<file path="src/kwm_pkg.sv">
// Shared types and constants for the k-way sorted merge core.
// No dependencies; imported by the controller, datapath, top level and checker.
`timescale 1ns / 1ps
`default_nettype none

package kwm_pkg;

  // Item kinds carried on in_tuser
  typedef enum logic [1:0] {
    KIND_APPEND = 2'd0,
    KIND_POP    = 2'd1,
    KIND_CLEAR  = 2'd2,
    KIND_RSVD   = 2'd3
  } kind_t;

  // Fixed field widths
  localparam int KIND_W    = 2;
  localparam int LIDX_W    = 3;
  localparam int VAL_W     = 32;
  localparam int CFG_W     = 4;
  localparam int IN_DATA_W = 40;   // list_index + value, padded to bytes
  localparam int OUT_DATA_W = 32;

  localparam logic [CFG_W-1:0] CFG_RESET = 4'd8;

  // Controller states
  typedef enum logic [1:0] {
    S_IDLE,
    S_SCAN,
    S_FINISH
  } state_t;

  // Controller to datapath commands
  typedef struct packed {
    logic start_pop;   // pop transaction accepted: reset the search
    logic do_append;   // append transaction accepted
    logic do_clear;    // clear transaction accepted
    logic issue;       // read the head of the list under the scan index
    logic finish;      // write the result and advance the winning list
  } cmd_t;

  // Datapath to controller status
  typedef struct packed {
    logic scan_lt_n;   // scan index still below the active list count
    logic out_free;    // output register can take a result this cycle
  } sts_t;

endpackage

`default_nettype wire

</file>
<file path="src/kwm_ctrl.sv">
// Controller state machine for the k-way sorted merge core.
// Depends on kwm_pkg; drives the datapath through cmd_t, reads sts_t.
`timescale 1ns / 1ps
`default_nettype none

module kwm_ctrl
  import kwm_pkg::*;
(
  input  wire logic              clk,
  input  wire logic              rst_n,
  input  wire logic              in_tvalid,
  input  wire logic [KIND_W-1:0] in_kind,
  output logic                   in_tready,
  input  wire sts_t              sts,
  output cmd_t                   cmd
);

  state_t state_r, state_nxt;
  logic   accept;

  assign accept = in_tvalid && (state_r == S_IDLE);

  // State register
  always_ff @(posedge clk) begin
    if (!rst_n) begin
      state_r <= S_IDLE;
    end else begin
      state_r <= state_nxt;
    end
  end

  // Next state
  always_comb begin
    state_nxt = state_r;
    case (state_r)
      S_IDLE: begin
        if (accept && (kind_t'(in_kind) == KIND_POP)) begin
          state_nxt = S_SCAN;
        end
      end
      S_SCAN: begin
        if (!sts.scan_lt_n) begin
          state_nxt = S_FINISH;
        end
      end
      S_FINISH: begin
        if (sts.out_free) begin
          state_nxt = S_IDLE;
        end
      end
      default: state_nxt = S_IDLE;
    endcase
  end

  // Outputs
  always_comb begin
    in_tready     = 1'b0;
    cmd           = '0;
    case (state_r)
      S_IDLE: begin
        in_tready     = 1'b1;
        cmd.start_pop = accept && (kind_t'(in_kind) == KIND_POP);
        cmd.do_append = accept && (kind_t'(in_kind) == KIND_APPEND);
        cmd.do_clear  = accept && (kind_t'(in_kind) == KIND_CLEAR);
      end
      S_SCAN: begin
        cmd.issue = sts.scan_lt_n;
      end
      S_FINISH: begin
        cmd.finish = sts.out_free;
      end
      default: begin
        in_tready = 1'b0;
      end
    endcase
  end

endmodule

`default_nettype wire

</file>
<file path="config.mk">
export PLATFORM = sky130hd
export DESIGN_NAME = kwm_ctrl
export DESIGN_NICKNAME = d
export VERILOG_FILES = /design/src/kwm_pkg.sv /design/src/kwm_ctrl.sv
export SDC_FILE = /design/constraint.sdc
export NUM_CORES = 1
export LEC_CHECK = 0
export BUFFER_PORTS_ARGS = -buffer_cell sky130_fd_sc_hd__buf_2
export CAP_MARGIN = 40
export CORE_AREA = 2 2 39 41
export CTS_CLUSTER_SIZE = 25
export DETAILED_ROUTE_END_ITERATION = 6
export DIE_AREA = 0 0 41 43
export HOLD_SLACK_MARGIN = 0.02
export PLACE_DENSITY_LB_ADDON = 0.2
export SETUP_SLACK_MARGIN = 0.3
export SYNTH_ARGS = -nofsm -noshare
export SYNTH_HDL_FRONTEND = slang
export SYNTH_SLANG_ARGS = --single-unit
</file>
<file path="constraint.sdc">
create_clock -name clk -period 1 [get_ports clk]
set_input_delay 0.1 -clock clk [delete_from_list [all_inputs] [get_ports clk]]
set_output_delay 0.1 -clock clk [all_outputs]
set_load 0.01 [all_outputs]
</file>
* Yosys cells after proc, flatten, opt, wreduce, memory -nomap -nowiden
Cells that the tools add are included.
** Operators by class
- Eq/ne operators :: 7
- Muxes and demuxes :: 8
- Reductions and logical operators :: 7
** Operators by type and width (number)
- two-way mux 2 bit :: 3
- case mux 2 bit (3 select lines) :: 1
- equality test 2 x 1 -> 1 bit (second input constant) :: 2
- equality test 2 bit (second input constant) :: 2
- logical AND 1 bit :: 4
- logical NOT 2 bit :: 2
- != test 2 bit (second input constant) :: 2
- two-way mux 1 bit :: 3
- two-way mux 3 bit :: 1
- AND reduction 3 bit :: 1
- != test 2 x 1 -> 1 bit (second input constant) :: 1
** Word-level totals
- Bits in registers :: 2
- Input port bits :: 7
- Output and inout bits :: 6
- Logic and storage cells :: 23

* Longest topological paths before layout
- Depth in word-level cells :: 5
- Depth in mapped cells :: 2
- Mapped depth without buffers :: 2

* Worst setup path before layout
OpenSTA, ideal clock, no wires.
- Kind :: register -> output
- Start point :: register state_r[0]
- End point :: output cmd[3] (netlist name)
- Data arrival time :: 1.014 ns
- Data required time :: 0.900 ns
- Path slack :: -0.114 ns
- Stages on the path, launching flop included :: 3
- Buffers on the path :: 0
- Cell sequence :: dfxtp_1 > or3b_4 > nor3_1
** RTL lines
- start, declared :: line kwm_ctrl.sv:18 : state_t state_r, state_nxt;
- start signal, assigned :: line kwm_ctrl.sv:28 : state_r <= state_nxt;
- end, declared :: line kwm_ctrl.sv:15 : output cmd_t cmd

==> results by group <==
Run status
  • Outcome: complete, but fails checks
  • Violated checks: setup timing

Global routing
  • GRT Resource Usage Total: 6.907%
  • Initial antenna violation count: 0
  • Vias in the first global route: 201
  • Total grt overflow: 0
  • Global-route wire length before repair: 696 microns
  • Largest net degree at the start of global routing: 6

Synth
  • Area leader, netlist: dfxtp_1
  • Synth warnings: 0
  • Area share of the largest cell type after synthesis: 28.32%
  • Netlist Area Pre-Place: 141.4 sq um
  • Mean Syn Cell Area: 9.426 sq um
  • Main area contributors after synthesis: dfxtp_1 (28%), nor3b_2 (18%), nor3b_1 (11%)
  • Mapped Cells: 15
  • Register area share after synthesis: 28.32%
  • Synthesized netlist net count: 22
  • Flops & latches, synth: 2
  • Netlist cell types: 11

Place
  • Port Buf Inserts: 12
  • Cell count after placement: 45
  • Pre-CTS setup slack: -177.4 ps
  • HPWL after detailed placement: 442.1 microns
  • GPL Wtd Cong: 0.4975

Setup path
  • CP Cell Sequence: or3b_4 -> nor3b_4 -> buf_2
  • Kind of critical path: flip-flop to primary output
  • Worst Path Buf+Inv: 1
  • Worst path max stage delay: 440 ps
  • Data arrival, critical path: 1300 ps
  • Worst Path Max Fanout: 4
  • Crit path launch type: flip-flop
  • CP endpoint kind: primary output
  • WP data required: 900 ps
  • CP top delay family: simple AND/OR/NAND/NOR gates
  • Worst path slowest cell: or3b_4

Flow run
  • Number of max-cap violations: 0

Clock tree
  • H-tree levels: 1
  • TritonCTS clock tree: done
  • Clk_lat worst skew: 230 ps
  • Deepest clock path buffer count: 2
  • CTS buffer count: 3
  • Hold-fix buffers, CTS: 0
  • Clk root buf: clkbuf_4
  • CTS Sinks: 2
  • Clk slew on worst S/H paths: 30 ps

STA
  • Worst Tran Pin Value: 148.9 ps
  • Post-layout worst setup margin: -397.6 ps
  • Skew final: 6.400 ps
  • RSZ-0062 raised after global routing: true
  • Fmax: 0.7155 GHz
  • Rel. slew slack: 90.05%
  • Setup violators final: 8
  • Final Cycle Share: 139.8%
  • Slew Limit Fails: 0
  • Final hold violations: 0
  • Total negative slack: -1696 ps
  • Min Tclk post-route: 1398 ps

Final layout
  • Layout fillers: 154
  • Area grow syn2layout: 146.0%
  • Share of cells above drive strength 1: 82.86%
  • Diode count: 0
  • Nets: 44
  • Non-Filler Instances: 51
  • Commonest non-fill, non-tap cells in the layout: buf_2 (10), buf_6 (6), nor3b_4 (3), clkbuf_4 (3), dfxtp_2 (2)
  • Top Registers: state_r: 2 flops
  • Max reg flops: 2
  • Reg with most FFs: state_r
  • Most common cell after layout, fill and taps aside: buf_2

Power
  • Overall Power: 0.3493 mW
  • PD cells: 1004 nW/um^2
  • Lkg Pwr: 0.1607 nW
  • Maximum vdd drop: 0.1994 mV

Route
  • Final WL: 556 microns
  • Routed vias/inst: 3.902
  • Met3 wire len: 80 microns
  • Drt pass-1 iters: 2
  • Vias: 199
  • DRT iter0 DRCs: 1
  • DR top layer: met3
  • Antenna Nets Post-Route: 0
  • Residual DRC: 0
  • Met2 routed WL: 313 microns
  • WL/cell: 10.90 microns
  • Metal-1 WL: 162 microns

Floorplanning
  • Die X: 41 microns
  • I/O Pins: 13
  • Total die area: 1763 sq um
  • Row count: 14
  • DIE HEIGHT: 43 microns
  • Core ar.: 1384 sq um
  • Effective utilization at floorplan: 10.22%

Min path
  • HP Class: primary input to flip-flop
-- layer usage --
metal  vias to the layer above  global-route usage [%]
li1                         97                       -
met1                        93                   3.822
met2                         9                   11.25
met3                         0                   4.712
met4                         0                   8.000
met5                         -                       0
-- worst paths after layout --
| path | from | slack (ps) | end | depth (start not counted) |
|---|---|---|---|---|
| min | rst_n | 130 | state_r[0] | 2 |
| max | state_r[1] | -400 | cmd[2] | 3 |
| min reg2reg | state_r[1] | 610 | state_r[0] | 2 |
| max reg2reg | state_r[1] | -60 | state_r[1] | 5 |
-- cells by family (layout without fill, tap and decap cells) --
kind of cell           Yosys count  in the layout  synth area share, %
AND/OR/NAND/NOR                 11             11                60.17
AO/OA/AOI/OAI                    2              2                11.51
buffers and inverters            0             20                    0
flip-flops                       2              2                28.32
-- cells in the mapped netlist, drive strengths merged --
master   count
nor3         1
and3b        1
nand2        1
nand3b       1
or3b         1
dfxtp        2
o2bb2ai      1
o21a         1
nor3b        4
nor2         2
-- final cells by class --
| type | count | area [sq um] | share of cell area (%) |
|---|---|---|---|
| Multi-Input combinational cell | 13 | 137.6 | 39.57 |
| Timing Repair Buffer | 17 | 125.1 | 35.97 |
| Sequential cell | 2 | 42.54 | 12.23 |
| Clock buffer | 3 | 22.52 | 6.475 |
| Tap cell | 16 | 20.02 | 5.755 |
-- worst register-to-register path, delay by kind of cell, from the launching register on --
family          cells  cell delay, ps
buf+inv             3             340
simple gates        1             140
compound gates      1             160
flops               1             310
-- repair_timing --
action | CTS | global route
resized for setup | 3 | 7
setup endpoints to repair | 8 | 8
setup buffers | 1 | 2
pin swaps | 2 | 2
-- power breakdown --
part | switching, mW | internal [mW] | leakage (nW) | total (mW)
sequential | 0.00165 | 0.0833 | 0.0172 | 0.0850
combinational | 0.0378 | 0.0452 | 0.130 | 0.0830
clock | 0.0487 | 0.133 | 0.0138 | 0.181
-- per-stage QoR --
step | hold WS (ps) | instance area, sq um | util [%]
3_3_place_gp | 347.4 | 256.5 | 18.54
6_report | 127.6 | 347.8 | 25.14
5_1_grt | 124.2 | 347.8 | 25.14
4_1_cts | 114.5 | 299.0 | 21.61
3_5_place_dp | 361.0 | 256.5 | 18.54
2_1_floorplan | 216.8 | 161.4 | -
(Power assumes the default switching activity.)
